$ cat config.mk
export PLATFORM = sky130hd
export DESIGN_NAME = bmp_gray_threshold_stream_unit
export DESIGN_NICKNAME = d
export VERILOG_FILES = /design/src/rtl/bgts_pkg.sv /design/src/rtl/bgts_front.sv /design/src/rtl/bgts_queue.sv /design/src/rtl/bgts_back.sv /design/src/rtl/bmp_gray_threshold_stream_unit.sv
export SDC_FILE = /design/constraint.sdc
export NUM_CORES = 1
export LEC_CHECK = 0
export BUFFER_PORTS_ARGS = -buffer_cell sky130_fd_sc_hd__clkbuf_2
export CAP_MARGIN = 20
export CORE_ASPECT_RATIO = 1.5
export CORE_MARGIN = 4
export CORE_UTILIZATION = 47
export DETAILED_ROUTE_END_ITERATION = 8
export SLEW_MARGIN = 20
export SYNTH_ARGS = -nofsm -noshare
export SYNTH_HDL_FRONTEND = slang
export SYNTH_HIERARCHICAL = 1
export SYNTH_SLANG_ARGS = --single-unit
$ cat constraint.sdc
create_clock -name clock -period 6.4 [get_ports clock]
set_input_delay 0.96 -clock clock [delete_from_list [all_inputs] [get_ports clock]]
set_output_delay 0.96 -clock clock [all_outputs]
set_load 0.1 [all_outputs]
$ cat src/rtl/bgts_pkg.sv
// shared types and constants for the bmp gray threshold stream unit
package bgts_pkg;

   // dimension field width, low bits of the header width and height words
   localparam int DIM_BITS = 32;

   // header byte positions
   localparam logic [8:0] POS_OFFSET     = 9'd10;
   localparam logic [8:0] POS_WIDTH      = 9'd18;
   localparam logic [8:0] POS_HEIGHT     = 9'd22;
   localparam logic [8:0] POS_HEADER_END = 9'd26;
   localparam logic [8:0] POS_SATURATE   = 9'd256;
   localparam logic [7:0] MIN_OFFSET     = 8'd26;

   // divide by three through a reciprocal, exact for sums up to 765
   localparam logic [19:0] DIV3_RECIP = 20'd683;
   localparam int          DIV3_SHIFT = 11;

   localparam logic [7:0] GRAY_THRESHOLD = 8'd128;
   localparam logic [7:0] BYTE_WHITE     = 8'hFF;
   localparam logic [7:0] BYTE_BLACK     = 8'h00;

   // command queue between front and back
   localparam int QUEUE_DEPTH = 4;
   localparam int QUEUE_AW    = $clog2(QUEUE_DEPTH);

   // input word
   typedef struct packed {
      logic [7:0] byte_in;
      logic       last_in;
   } bgts_req_type;

   // output word
   typedef struct packed {
      logic [7:0] byte_out;
      logic       last_out;
      logic       bad_offset;
   } bgts_rsp_type;

   // what the back end emits for one accepted input word
   typedef enum logic [1:0] {
      CMD_ONE,    // byte_c
      CMD_TWO,    // byte_a then byte_c
      CMD_PIXEL   // three copies of the filtered value of a, b, c
   } cmd_kind_type;

   typedef struct packed {
      cmd_kind_type kind;
      logic [7:0]   byte_a;
      logic [7:0]   byte_b;
      logic [7:0]   byte_c;
      logic         last;
      logic         bad;
   } bgts_cmd_type;

   // back end status seen by the top level
   typedef struct packed {
      logic busy;
      logic emit;
   } bgts_back_status_type;

endpackage

$ cat src/rtl/bgts_front.sv
// front end: header parsing, pixel area tracking and command generation
module bgts_front import bgts_pkg::*; (
   input  logic         clock,
   input  logic         reset,
   input  logic         accept,
   input  bgts_req_type req_word,
   output logic         cmd_push,
   output bgts_cmd_type cmd
);

   logic [8:0]          header_position_ff, header_position_in;
   logic [7:0]          pixel_start_ff, pixel_start_in;
   logic [31:0]         image_width_ff, image_width_in;
   logic [31:0]         image_height_ff, image_height_in;
   logic [DIM_BITS-1:0] column_count_ff, column_count_in;
   logic [DIM_BITS-1:0] row_count_ff, row_count_in;
   logic [1:0]          component_index_ff, component_index_in;
   logic [1:0]          padding_left_ff, padding_left_in;
   logic [7:0]          held_blue_ff, held_blue_in;
   logic [7:0]          held_green_ff, held_green_in;
   logic                offset_flagged_ff, offset_flagged_in;

   logic [DIM_BITS-1:0] width_dim, height_dim, column_next;
   logic                width_ok, height_ok, in_pixels;
   logic [7:0]          b;
   logic [8:0]          p;
   logic [1:0]          lane;

   assign b = req_word.byte_in;
   assign p = header_position_ff;

   // effective dimensions, zero or negative means no pixel area
   assign width_dim   = image_width_ff[DIM_BITS-1:0];
   assign height_dim  = image_height_ff[DIM_BITS-1:0];
   assign width_ok    = !width_dim[DIM_BITS-1] && (width_dim != '0);
   assign height_ok   = !height_dim[DIM_BITS-1] && (height_dim != '0);
   assign column_next = column_count_ff + DIM_BITS'(1);

   assign in_pixels = (p >= POS_HEADER_END) && !offset_flagged_ff
                      && (p >= {1'b0, pixel_start_ff}) && width_ok && height_ok
                      && (row_count_ff < height_dim);

   // next state and command
   always_comb begin
      header_position_in = (p < POS_SATURATE) ? p + 9'd1 : p;
      pixel_start_in     = pixel_start_ff;
      image_width_in     = image_width_ff;
      image_height_in    = image_height_ff;
      column_count_in    = column_count_ff;
      row_count_in       = row_count_ff;
      component_index_in = component_index_ff;
      padding_left_in    = padding_left_ff;
      held_blue_in       = held_blue_ff;
      held_green_in      = held_green_ff;
      offset_flagged_in  = offset_flagged_ff;
      lane               = 2'(p - POS_WIDTH);

      // header capture
      if (p == POS_OFFSET) begin
         pixel_start_in    = b;
         offset_flagged_in = (b < MIN_OFFSET);
      end else if (p >= POS_WIDTH && p < POS_HEIGHT) begin
         image_width_in[8*lane +: 8] = b;
      end else if (p >= POS_HEIGHT && p < POS_HEADER_END) begin
         lane = 2'(p - POS_HEIGHT);
         image_height_in[8*lane +: 8] = b;
      end

      cmd.kind   = CMD_ONE;
      cmd.byte_a = held_blue_ff;
      cmd.byte_b = held_green_ff;
      cmd.byte_c = b;
      cmd.last   = req_word.last_in;
      cmd.bad    = offset_flagged_in;
      cmd_push   = accept;

      // pixel area walk
      if (!in_pixels) begin
         cmd.kind = CMD_ONE;
      end else if (padding_left_ff != 2'd0) begin
         cmd.kind        = CMD_ONE;
         padding_left_in = padding_left_ff - 2'd1;
         if (padding_left_ff == 2'd1) begin
            column_count_in = '0;
            row_count_in    = row_count_ff + DIM_BITS'(1);
         end
      end else if (component_index_ff == 2'd0) begin
         held_blue_in       = b;
         component_index_in = 2'd1;
         cmd.kind           = CMD_ONE;
         cmd_push           = accept && req_word.last_in;
      end else if (component_index_ff == 2'd1) begin
         held_green_in      = b;
         component_index_in = 2'd2;
         cmd.kind           = CMD_TWO;
         cmd_push           = accept && req_word.last_in;
      end else begin
         cmd.kind           = CMD_PIXEL;
         component_index_in = 2'd0;
         column_count_in    = column_next;
         if (column_next >= width_dim) begin
            // padding per row equals width mod 4 for three byte pixels
            if (width_dim[1:0] == 2'd0) begin
               column_count_in = '0;
               row_count_in    = row_count_ff + DIM_BITS'(1);
            end else begin
               padding_left_in = width_dim[1:0];
            end
         end
      end

      // end of file clears everything
      if (req_word.last_in) begin
         header_position_in = '0;
         pixel_start_in     = '0;
         image_width_in     = '0;
         image_height_in    = '0;
         column_count_in    = '0;
         row_count_in       = '0;
         component_index_in = '0;
         padding_left_in    = '0;
         held_blue_in       = '0;
         held_green_in      = '0;
         offset_flagged_in  = 1'b0;
      end
   end

   // state registers
   always_ff @(posedge clock) begin
      if (reset) begin
         header_position_ff <= '0;
         pixel_start_ff     <= '0;
         image_width_ff     <= '0;
         image_height_ff    <= '0;
         column_count_ff    <= '0;
         row_count_ff       <= '0;
         component_index_ff <= '0;
         padding_left_ff    <= '0;
         held_blue_ff       <= '0;
         held_green_ff      <= '0;
         offset_flagged_ff  <= 1'b0;
      end else if (accept) begin
         header_position_ff <= header_position_in;
         pixel_start_ff     <= pixel_start_in;
         image_width_ff     <= image_width_in;
         image_height_ff    <= image_height_in;
         column_count_ff    <= column_count_in;
         row_count_ff       <= row_count_in;
         component_index_ff <= component_index_in;
         padding_left_ff    <= padding_left_in;
         held_blue_ff       <= held_blue_in;
         held_green_ff      <= held_green_in;
         offset_flagged_ff  <= offset_flagged_in;
      end
   end

endmodule

$ cat src/rtl/bgts_queue.sv
// small command queue between front and back end
module bgts_queue import bgts_pkg::*; (
   input  logic         clock,
   input  logic         reset,
   input  logic         push,
   input  bgts_cmd_type push_data,
   output logic         full,
   input  logic         pop,
   output logic         valid,
   output bgts_cmd_type pop_data
);

   bgts_cmd_type        slot_ff [QUEUE_DEPTH];
   logic [QUEUE_AW:0]   wr_ptr_ff, wr_ptr_in;
   logic [QUEUE_AW:0]   rd_ptr_ff, rd_ptr_in;

   // status from pointers with wrap bit
   assign valid = (wr_ptr_ff != rd_ptr_ff);
   assign full  = (wr_ptr_ff[QUEUE_AW] != rd_ptr_ff[QUEUE_AW])
                  && (wr_ptr_ff[QUEUE_AW-1:0] == rd_ptr_ff[QUEUE_AW-1:0]);
   assign pop_data = slot_ff[rd_ptr_ff[QUEUE_AW-1:0]];

   assign wr_ptr_in = wr_ptr_ff + (QUEUE_AW+1)'(1);
   assign rd_ptr_in = rd_ptr_ff + (QUEUE_AW+1)'(1);

   // pointers
   always_ff @(posedge clock) begin
      if (reset) begin
         wr_ptr_ff <= '0;
         rd_ptr_ff <= '0;
      end else begin
         if (push) begin
            wr_ptr_ff <= wr_ptr_in;
         end
         if (pop) begin
            rd_ptr_ff <= rd_ptr_in;
         end
      end
   end

   // storage
   always_ff @(posedge clock) begin
      if (push) begin
         slot_ff[wr_ptr_ff[QUEUE_AW-1:0]] <= push_data;
      end
   end

endmodule

$ cat src/rtl/bgts_back.sv
// back end: expands commands into output words and filters pixels
module bgts_back import bgts_pkg::*; (
   input  logic                 clock,
   input  logic                 reset,
   input  logic                 grayscale_mode,
   input  logic                 q_valid,
   input  bgts_cmd_type         q_data,
   output logic                 q_pop,
   output bgts_rsp_type         rsp_word,
   output logic                 rsp_empty,
   input  logic                 rsp_pop,
   output bgts_back_status_type status
);

   bgts_cmd_type cmd_ff;
   logic         cmd_valid_ff, cmd_valid_in;
   logic [1:0]   step_ff, step_in;
   bgts_rsp_type out_ff;
   logic         out_valid_ff, out_valid_in;

   logic         out_free, emit, final_step;
   logic [9:0]   pixel_sum;
   logic [19:0]  product;
   logic [7:0]   average, filtered, emit_byte;

   assign out_free = !out_valid_ff || rsp_pop;
   assign emit     = cmd_valid_ff && out_free;

   // gray value: sum of three components over three
   assign pixel_sum = 10'(cmd_ff.byte_a) + 10'(cmd_ff.byte_b) + 10'(cmd_ff.byte_c);
   assign product   = 20'(pixel_sum) * DIV3_RECIP;
   assign average   = 8'(product >> DIV3_SHIFT);
   assign filtered  = grayscale_mode ? average
                    : ((average >= GRAY_THRESHOLD) ? BYTE_WHITE : BYTE_BLACK);

   // byte selection and end of command decode
   always_comb begin
      unique case (cmd_ff.kind)
         CMD_ONE: begin
            final_step = 1'b1;
            emit_byte  = cmd_ff.byte_c;
         end
         CMD_TWO: begin
            final_step = (step_ff == 2'd1);
            emit_byte  = (step_ff == 2'd0) ? cmd_ff.byte_a : cmd_ff.byte_c;
         end
         CMD_PIXEL: begin
            final_step = (step_ff == 2'd2);
            emit_byte  = filtered;
         end
         default: begin
            final_step = 1'b1;
            emit_byte  = cmd_ff.byte_c;
         end
      endcase
   end

   // command sequencing
   always_comb begin
      q_pop        = q_valid && (!cmd_valid_ff || (emit && final_step));
      cmd_valid_in = cmd_valid_ff;
      step_in      = step_ff;
      if (emit) begin
         step_in = step_ff + 2'd1;
      end
      if (emit && final_step) begin
         cmd_valid_in = 1'b0;
      end
      if (q_pop) begin
         cmd_valid_in = 1'b1;
         step_in      = 2'd0;
      end
      out_valid_in = out_valid_ff;
      if (emit) begin
         out_valid_in = 1'b1;
      end else if (rsp_pop) begin
         out_valid_in = 1'b0;
      end
   end

   // control registers
   always_ff @(posedge clock) begin
      if (reset) begin
         cmd_valid_ff <= 1'b0;
         step_ff      <= '0;
         out_valid_ff <= 1'b0;
      end else begin
         cmd_valid_ff <= cmd_valid_in;
         step_ff      <= step_in;
         out_valid_ff <= out_valid_in;
      end
   end

   // payload registers
   always_ff @(posedge clock) begin
      if (q_pop) begin
         cmd_ff <= q_data;
      end
      if (emit) begin
         out_ff.byte_out   <= emit_byte;
         out_ff.last_out   <= cmd_ff.last && final_step;
         out_ff.bad_offset <= cmd_ff.bad;
      end
   end

   assign rsp_word    = out_ff;
   assign rsp_empty   = !out_valid_ff;
   assign status.busy = cmd_valid_ff;
   assign status.emit = emit;

endmodule

$ cat src/rtl/bmp_gray_threshold_stream_unit.sv
// top level of the bmp grayscale and threshold stream filter
//
//   channel  ports                        handshake
//   -------  ---------------------------  ------------------------------
//   input    req_push req_full req_word   taken when req_push and !req_full
//   result   rsp_empty rsp_pop rsp_word   taken when rsp_pop and !rsp_empty
//   config   csr_write_en csr_write_data  written when csr_write_en
//
// One input byte is taken per cycle while the four entry command queue has room.
// The output register gives one word per cycle while rsp_pop takes it; a red byte yields three words,
// balanced by the blue and green bytes that yield none, so one byte per cycle holds.
// The first word for an input byte passes through the queue slot, the command register and the output register.
// Reset is synchronous; no clearing pass is needed after it.
// A stalled result side fills the queue and then raises req_full.
module bmp_gray_threshold_stream_unit import bgts_pkg::*; (
   input  logic         clock,
   input  logic         reset,
   input  logic         req_push,
   output logic         req_full,
   input  bgts_req_type req_word,
   output logic         rsp_empty,
   input  logic         rsp_pop,
   output bgts_rsp_type rsp_word,
   input  logic         csr_write_en,
   input  logic         csr_write_data
);

   logic                 grayscale_mode_ff;
   logic                 accept, cmd_push, q_full, q_valid, q_pop;
   bgts_cmd_type         cmd, q_data;
   bgts_back_status_type back_status;

   // mode register
   always_ff @(posedge clock) begin
      if (reset) begin
         grayscale_mode_ff <= 1'b0;
      end else if (csr_write_en) begin
         grayscale_mode_ff <= csr_write_data;
      end
   end

   assign req_full = q_full;
   assign accept   = req_push && !q_full;

   // front end
   bgts_front u_front (
      .clock    (clock),
      .reset    (reset),
      .accept   (accept),
      .req_word (req_word),
      .cmd_push (cmd_push),
      .cmd      (cmd)
   );

   // command queue
   bgts_queue u_queue (
      .clock     (clock),
      .reset     (reset),
      .push      (cmd_push),
      .push_data (cmd),
      .full      (q_full),
      .pop       (q_pop),
      .valid     (q_valid),
      .pop_data  (q_data)
   );

   // back end
   bgts_back u_back (
      .clock          (clock),
      .reset          (reset),
      .grayscale_mode (grayscale_mode_ff),
      .q_valid        (q_valid),
      .q_data         (q_data),
      .q_pop          (q_pop),
      .rsp_word       (rsp_word),
      .rsp_empty      (rsp_empty),
      .rsp_pop        (rsp_pop),
      .status         (back_status)
   );

`ifndef SYNTHESIS
   // nothing pending right after reset
   a_reset_idle: assert property (@(posedge clock)
      reset |=> (rsp_empty && !req_full && !back_status.busy))
      else $error("block not idle after reset");

   // back end takes a command only when the queue holds one
   a_pop_valid: assert property (@(posedge clock) disable iff (reset)
      q_pop |-> q_valid)
      else $error("command queue popped while empty");

   // a new word never overwrites an unread output word
   a_no_overwrite: assert property (@(posedge clock) disable iff (reset)
      back_status.emit |-> (rsp_empty || rsp_pop))
      else $error("output word overwritten");

   // back end idle with an empty queue leaves no word in flight
   a_drain: assert property (@(posedge clock) disable iff (reset)
      (!back_status.busy && !q_valid && !cmd_push && rsp_empty) |=> rsp_empty)
      else $error("word appeared from an idle back end");
`endif

endmodule

==> results of run 1 <==
[worst max-delay path: cells and delay by family, from the launching register on]
family | cells | cell delay (ps)
AO/OA/AOI/OAI | 6 | 1070
XOR/XNOR | 1 | 110
multiplexers | 1 | 360
AND/OR/NAND/NOR | 4 | 470
flip-flops | 1 | 360
buffers and inverters | 5 | 400
adder cells (fa/ha/maj) | 9 | 3100
[final cells by class]
type / instances / area share, %
clock buffers: 47 / 4.65
clock inverters: 15 / 0.977
inverters: 162 / 3.00
multi-input cells: 1231 / 45.6
flip-flops and latches: 329 / 40.0
well taps: 489 / 3.02
repair buffers: 82 / 2.73
[repair_timing]
item | 4_1_cts | 5_1_grt
gates cloned | 0 | 0
setup buffers | 2 | 4
pin swaps | 1 | 30
endpoints found under the setup margin | 8 | 8
resized for setup | 4 | 39
[cell usage in the layout (no fill, tap or decap), drive strengths merged, types with 10 or more instances in the layout]
| master | count |
|---|---|
| edfxtp | 150 |
| clkbuf | 72 |
| nor3 | 35 |
| o211ai | 12 |
| a22o | 12 |
| fa | 28 |
| a21o | 10 |
| and3 | 26 |
| xnor2 | 40 |
| nand2 | 143 |
| ha | 149 |
| inv | 163 |
| mux2i | 13 |
| o31ai | 12 |
| nor4 | 24 |
| buf | 57 |
| dfxtp | 179 |
| a22oi | 34 |
| nand2b | 15 |
| nor2 | 162 |
| and2 | 25 |
| xor2 | 25 |
| nand3 | 76 |
| nand4 | 27 |
| mux4 | 28 |
| a31oi | 17 |
| a21oi | 114 |
| o21ai | 93 |
[sequential cells by signal, indices dropped and copies added, names as in the netlist, 8 cells and up, named ones only]
signal and count:
u_front/pixel_start_ff 8, u_front/header_position_ff 9, u_queue/slot_ff 112, u_front/held_blue_ff 8
u_front/held_green_ff 8, u_back/rsp_word 10, u_front/column_count_ff 32, u_front/row_count_ff 32
u_front/height_dim 32, u_back/cmd_ff 28, u_front/image_width_ff 32
[metal layers]
layer,share of wire (%),wire [um]
met2,55,25200
met4,5.8,2640
met1,36,16500
met3,3.1,1430
met5,0,0
[per-stage QoR]
| stage | util, % | cells | TNS, ps | cell area (um2) |
|---|---|---|---|---|
| 2_1_floorplan | - | 1803 | 0 | 18100 |
| 3_3_place_gp | 49.8 | 2285 | -21.7 | 18800 |
| 3_5_place_dp | 49.8 | 2286 | -1100 | 18800 |
| 4_1_cts | 53.0 | 2350 | 0 | 20000 |
| 5_1_grt | 53.6 | 2355 | -54.0 | 20200 |
| 6_report | 53.6 | 2355 | 0 | 20200 |
[final timing paths]
path / start / end / slack, ps / cells after the start
worst min register to register: u_back/cmd_ff[0] / u_back/rsp_word[0] / 440 / 0
worst max register to register: u_back/cmd_ff[3] / u_back/rsp_word[3] / 260 / 26
worst min-delay path: u_back/cmd_ff[0] / u_back/rsp_word[0] / 440 / 0
worst max-delay path: u_back/cmd_ff[3] / u_back/rsp_word[3] / 260 / 26
==> out/results.tsv, run 1 <==
stage	metric	value	unit
critical_path	WP data required	6660	ps
job	reported max-cap violation count	0	
place	Place WS	-170	ps
layout	filler cell count	3308	
critical_path	Arr. time, crit path	6390	ps
sta	Max Clock Skew	19.6	ps
critical_path	critical path endpoint category	flop	
clock_network	CTS H-tree depth	2	
grt	met2 Use GR	42.7	%
layout	Net count, final	2032	
layout	register area	8090	um2
routing	via/cell ratio	5.72	
floorplan	chip width	168	um
clock_network	Reg clk slew, reported paths	60	ps
routing	residual DRC count	0	
min_path	Hold Path Class	flop to flop	
yosys	Ys Warns	6	
clock_network	CTS tree	built	
sta	Slew HR	33.6	%
sta	Hold WS	437	ps
critical_path	CP startpoint kind	flop	
grt	Top Usage Layer GRT	met2	
grt	gr usage total	21.7	%
routing	Iter 0 DRT Violations	728	
clock_network	CTS Root Cell	clkbuf_16	
clock_network	# hold bufs at CTS	0	
critical_path	crit-path max cell delay	520	ps
sta	Least-Margin Pin Slew	996	ps
sta	final worst-path cycle share	95.9	%
grt	initial antenna violation count	0	
place	port bufs	26	
layout	layout cell share with drive strength beyond 1	11.9	%
place	GPL Wtd Cong	0.934	
floorplan	die height	248	um
sta	Hold Violations, Final	0	
routing	DRT Pass-1 Iters	6	
clock_network	clk_lat worst skew	530	ps
yosys	Mapped Avg Cell Area	10.0	um2
clock_network	Num CTS Buffers	34	
critical_path	Slowest-stage cell, CP	fa_1	
grt	vias in the first global route	13700	
layout	multi-input logic area	9240	um2
yosys	Mapped Cells	1803	
sta	final setup vio count	0	
sta	fmax	163	MHz
sta	fin worst setup slack	264	ps
routing	number of routed nets with antenna violations	0	
grt	global-route wire length before repair	72600	um
floorplan	Die ar.	41700	um2
yosys	Cell Area, Synth	18100	um2
layout	# diodes	0	
floorplan	Initial Util	47.9	%
grt	largest net degree at the start of global routing	61	
floorplan	I/O pins	27	
run_status	status	completed	
sta	Slew Limit Fails	0	
yosys	Synth Net Count	1995	
clock_network	Max Buffers Root-to-Sink	3	
layout	area grow syn2layout	11.9	%
place	dpl hpwl	33300	um
grt	global route overflow	0	
critical_path	crit-path max FO	7	
sta	crit path time final	6140	ps
critical_path	Crit Path Class	flop to flop	
floorplan	Site Rows	87	
grt	global routing usage on met1	22.1	%
floorplan	total core area	37800	um2
routing	WL/cell	19.4	um
routing	drt total wl	45700	um
clock_network	TritonCTS sink count	329	
grt	grt met3 use	2.73	%
routing	Via Count	13500	
Power of run 1 is left out: the tool's default activity adds up to more than one toggle a clock period on the data nets, which glitch-free logic cannot reach.
==> run 2: changes to the inputs <==
--- a/config.mk
+++ b/config.mk
@@ -11,6 +11,7 @@
 export CORE_MARGIN = 4
 export CORE_UTILIZATION = 47
 export DETAILED_ROUTE_END_ITERATION = 8
+export PLACE_DENSITY = 0.62
 export SLEW_MARGIN = 20
 export SYNTH_ARGS = -nofsm -noshare
 export SYNTH_HDL_FRONTEND = slang
==> run 2 against run 1 <==
Clock skew increased by 6.5 ps. Register-to-register slack got worse by 190 ps. Worst setup slack got worse by 190 ps. Critical path type unchanged. Non-clock buffer count decreased by 3. Sequential share of layout area increased by 0.17 points. Hold slack got worse by 9.9 ps. Die area unchanged. Design area decreased by 0.40%.
==> out/results.tsv, run 2 (synthesized netlist as in run 1, its figures left out) <==
stage	metric	value	unit
critical_path	reg2reg end	u_back/rsp_word[3]	
sta	Hold WS	427	ps
floorplan	total core area	37800	um2
routing	DRT Pass-1 Iters	7	
layout	leading cell type in the layout, fill and taps excluded	dfxtp_1	
routing	via/cell ratio	5.70	
grt	Top Usage Layer GRT	met2	
layout	area grow syn2layout	11.5	%
sta	Hold Violations, Final	0	
grt	global routing usage on met1	21.6	%
floorplan	Die ar.	41700	um2
clock_network	# hold bufs at CTS	0	
sta	fin worst setup slack	72.4	ps
floorplan	Initial Util	47.9	%
clock_network	CTS Root Cell	clkbuf_16	
sta	Least-Margin Pin Slew	1060	ps
routing	number of routed nets with antenna violations	0	
grt	largest net degree at the start of global routing	79	
routing	residual DRC count	0	
place	port bufs	26	
clock_network	Max Buffers Root-to-Sink	3	
place	dpl hpwl	32700	um
routing	drt total wl	45500	um
sta	final worst-path cycle share	98.9	%
routing	Via Count	13400	
layout	Net count, final	2029	
clock_network	Num CTS Buffers	34	
grt	global-route wire length before repair	71300	um
layout	# diodes	0	
run_status	status	completed	
sta	fmax	158	MHz
floorplan	die height	248	um
critical_path	CP startpoint kind	flop	
routing	Iter 0 DRT Violations	753	
critical_path	R2R cell count	27	
min_path	Worst Hold Path Cells	0	
sta	Slew HR	28.9	%
layout	most frequent cells in the layout	178 x dfxtp_1, 159 x nor2_1, 154 x inv_1	
grt	gr usage total	21.6	%
floorplan	Site Rows	87	
layout	layout cell share with drive strength beyond 1	11.9	%
job	reported max-cap violation count	0	
sta	crit path time final	6330	ps
sta	final setup vio count	0	
critical_path	Crit Path Class	flop to flop	
min_path	Hold Startpoint	u_back/cmd_ff[0]	
critical_path	critical path endpoint category	flop	
critical_path	R2R setup slack	70	ps
min_path	Hold Path Class	flop to flop	
grt	grt met3 use	2.27	%
floorplan	chip width	168	um
sta	Max Clock Skew	26.1	ps
layout	flip-flop count of the largest register after layout	112	
clock_network	CTS H-tree depth	2	
critical_path	Arr. time, crit path	6580	ps
clock_network	clk_lat worst skew	540	ps
clock_network	Reg clk slew, reported paths	60	ps
clock_network	TritonCTS sink count	329	
grt	initial antenna violation count	0	
routing	WL/cell	19.3	um
clock_network	CTS tree	built	
grt	vias in the first global route	13400	
critical_path	crit-path max FO	7	
critical_path	RR Startpoint	u_back/cmd_ff[3]	
min_path	Hold EP	u_back/rsp_word[0]	
place	GPL Wtd Cong	0.898	
sta	RSZ-0062 raised after global routing	true	
layout	filler cell count	3363	
place	Place WS	-201	ps
sta	Slew Limit Fails	0	
floorplan	I/O pins	27	
grt	met2 Use GR	43.6	%
critical_path	WP data required	6650	ps
grt	global route overflow	0	
## run 2: metrics by stage
| step | cell area, um2 | instances | utilization, % | TNS, ps |
|---|---|---|---|---|
| 6_report | 20200 | 2351 | 53.4 | 0 |
| 5_1_grt | 20200 | 2351 | 53.4 | -711 |
| 4_1_cts | 19900 | 2343 | 52.8 | 0 |
| 3_5_place_dp | 18800 | 2280 | 49.7 | -1280 |
| 3_3_place_gp | 18800 | 2280 | 49.7 | -209 |
| 2_1_floorplan | 18100 | 1803 | - | 0 |
## run 2: cell type report
cell class | instances | area (um2) | share of cell area (%)
multi-input cells | 1231 | 9250 | 45.9
inverters | 162 | 608 | 3.02
well taps | 489 | 612 | 3.04
clock inverters | 10 | 80.1 | 0.397
flip-flops and latches | 329 | 8090 | 40.1
repair buffers | 79 | 534 | 2.65
clock buffers | 51 | 986 | 4.89
## run 2: routing by layer
layer	wire length, um	vias to the layer above
li1	-	6522
met5	0	-
met1	16000	6485
met2	25700	265
met4	2480	0
met3	1280	137
## run 2: timing repair
| item | in CTS | in global routing |
|---|---|---|
| buffers inserted | 2 | 8 |
| resized for setup | 13 | 29 |
| pin swaps | 8 | 35 |
| setup endpoints to repair | 8 | 8 |
## run 2: critical path, cell delays in order, from the launching register on
cell and delay (ps):
edfxtp_1 370, inv_2 50, fa_1 530, inv_1 40, ha_2 190, buf_4 130, a21o_1 180, a21oi_2 150
o21bai_1 100, a21oi_2 180, buf_4 130, buf_4 120, xnor2_1 180, ha_4 260, ha_4 220, fa_1 510
fa_1 560, inv_1 50, fa_1 510, inv_2 50, ha_4 230, a21oi_2 120, o21ai_2 90, nand3_1 90
nand4b_1 170, a41oi_4 290, mux2i_4 380, o211ai_1 150
## run 2: worst max path at each step
stage                     startpoint                 end  slack (ps)  cells after the start
floorplan           u_back/cmd_ff[4]  u_back/rsp_word[8]           4                     26
global placement    u_back/cmd_ff[3]  u_back/rsp_word[4]         -40                     24
detailed placement  u_back/cmd_ff[3]  u_back/rsp_word[4]        -200                     24
CTS                 u_back/cmd_ff[3]  u_back/rsp_word[4]          20                     26
global route        u_back/cmd_ff[3]  u_back/rsp_word[3]        -130                     27
finish              u_back/cmd_ff[3]  u_back/rsp_word[3]          70                     27
Power of run 2 is left out for the same reason.
==> run 3: changes to the inputs <==
--- a/config.mk
+++ b/config.mk
@@ -5,6 +5,7 @@
 export SDC_FILE = /design/constraint.sdc
 export NUM_CORES = 1
 export LEC_CHECK = 0
+export ABC_AREA = 1
 export BUFFER_PORTS_ARGS = -buffer_cell sky130_fd_sc_hd__clkbuf_2
 export CAP_MARGIN = 20
 export CORE_ASPECT_RATIO = 1.5
==> run 3 against run 2 <==
Register-to-register slack better by 290 ps. Clock skew up 0.87 ps. Die area up 9.7%. Sequential share of layout area down 2.9 points. Maximum frequency up 4.8%. First-iteration DRC count up 20%. Global-route usage up 0.47 points. Design area up 7.9%. Clock-buffer cell count down 7. Wire length up 12%. Synthesized cell count up 44%.
==> out/results.tsv, run 3 <==
stage	metric	value	unit
run_status	status	completed	
job	reported max-cap violation count	0	
routing	number of routed nets with antenna violations	0	
yosys	Cell Area, Synth	19900	um2
floorplan	I/O pins	27	
critical_path	CP startpoint kind	flop	
clock_network	CTS tree	built	
layout	Net count, final	2792	
floorplan	total core area	42000	um2
critical_path	critical path endpoint category	flop	
routing	residual DRC count	0	
clock_network	# hold bufs at CTS	0	
routing	Via Count	16500	
grt	vias in the first global route	15900	
grt	largest net degree at the start of global routing	113	
layout	area grow syn2layout	9.25	%
critical_path	crit-path max cell delay	520	ps
sta	fmax	166	MHz
critical_path	Arr. time, crit path	6330	ps
critical_path	WP data required	6700	ps
routing	DRT Pass-1 Iters	5	
sta	Hold WS	423	ps
sta	Slew Limit Fails	0	
floorplan	die height	260	um
grt	initial antenna violation count	3	
sta	crit path time final	6040	ps
layout	leading cell type in the layout, fill and taps excluded	nand2_1	
grt	global route overflow	0	
clock_network	CTS H-tree depth	2	
layout	most frequent cells in the layout	653 x nand2_1, 356 x inv_1, 339 x nor2_1	
clock_network	clk_lat worst skew	540	ps
sta	Hold Violations, Final	0	
grt	global-route wire length before repair	80400	um
floorplan	Initial Util	47.4	%
routing	via/cell ratio	5.16	
sta	final setup vio count	0	
yosys	Synth Net Count	2794	
routing	WL/cell	15.9	um
critical_path	Crit Path Class	flop to flop	
critical_path	Crit. path cell count	30	
clock_network	Reg clk slew, reported paths	70	ps
clock_network	CTS Root Cell	clkbuf_16	
floorplan	Die ar.	45800	um2
critical_path	crit-path max FO	4	
critical_path	WP buf/inv	2	
floorplan	chip width	176	um
sta	Slew HR	34.5	%
clock_network	Max Buffers Root-to-Sink	3	
clock_network	Num CTS Buffers	35	
grt	gr usage total	22.1	%
critical_path	Worst path top cell family by delay	adder cells	
clock_network	TritonCTS sink count	329	
critical_path	Crit path top cell by count	nand2_1	
yosys	Mapped Cells	2602	
min_path	Worst Hold Path Cells	0	
critical_path	R2R cell count	30	
sta	Least-Margin Pin Slew	982	ps
floorplan	Site Rows	92	
place	port bufs	26	
min_path	Hold Path Class	flop to flop	
sta	Total Neg Setup Slack	0	ps
critical_path	Slowest-stage cell, CP	fa_1	
place	dpl hpwl	39100	um
layout	flip-flop count of the largest register after layout	112	
sta	Max Clock Skew	27.0	ps
sta	RSZ-0062 raised after global routing	false	
layout	# diodes	0	
sta	final worst-path cycle share	94.3	%
place	GPL Wtd Cong	0.941	
layout	layout cell share with drive strength beyond 1	7.61	%
routing	Iter 0 DRT Violations	902	
yosys	Mapped Avg Cell Area	7.65	um2
routing	drt total wl	50800	um
yosys	Ys Warns	6	
run 3: final timing paths:
path	from	to	slack (ps)
min	u_back/cmd_ff[0]	u_back/rsp_word[0]	420
min reg2reg	u_back/cmd_ff[0]	u_back/rsp_word[0]	420
max	u_back/cmd_ff[5]	u_back/rsp_word[7]	360
max reg2reg	u_back/cmd_ff[5]	u_back/rsp_word[7]	360
run 3: final cells by class:
cell class | instances | area, um2
fill | 4052 | 20300
multi-input combinational | 1828 | 10100
sequential | 329 | 8090
inverter | 360 | 1350
clock buffer | 44 | 970
tap | 564 | 706
clock inverter | 20 | 297
timing repair buffer | 46 | 280
run 3: worst register-to-register path, delay by kind of cell, from the launching register on:
kind	cells	cell delay [ps]
adder cells (fa/ha/maj)	8	3250
flip-flops	1	450
buffers and inverters	2	90
AND/OR/NAND/NOR	15	1310
XOR/XNOR	1	250
AO/OA/AOI/OAI	4	470
run 3: routing by layer:
metal  wire, um  share of wire [%]  track usage [%]
met5         27              0.053                0
met3       1680                3.3             2.54
met2      28300                 56             44.5
met4       2490                4.9             10.4
met1      18200                 36             21.9
run 3: repair_timing:
item,4_1_cts,5_1_grt
setup buffers,0,5
resized for setup,0,16
endpoints found under the setup margin,0,8
run 3: through the flow:
step / setup WS [ps] / utilization [%] / instance area [um2] / std cells
3_3_place_gp: 202 / 48.5 / 20400 / 3122
2_1_floorplan: 675 / - / 19900 / 2602
5_1_grt: 12.3 / 51.8 / 21700 / 3191
4_1_cts: 86.0 / 51.5 / 21600 / 3186
3_5_place_dp: 101 / 48.5 / 20400 / 3122
6_report: 362 / 51.8 / 21700 / 3191
Power of run 3 is left out for the same reason.
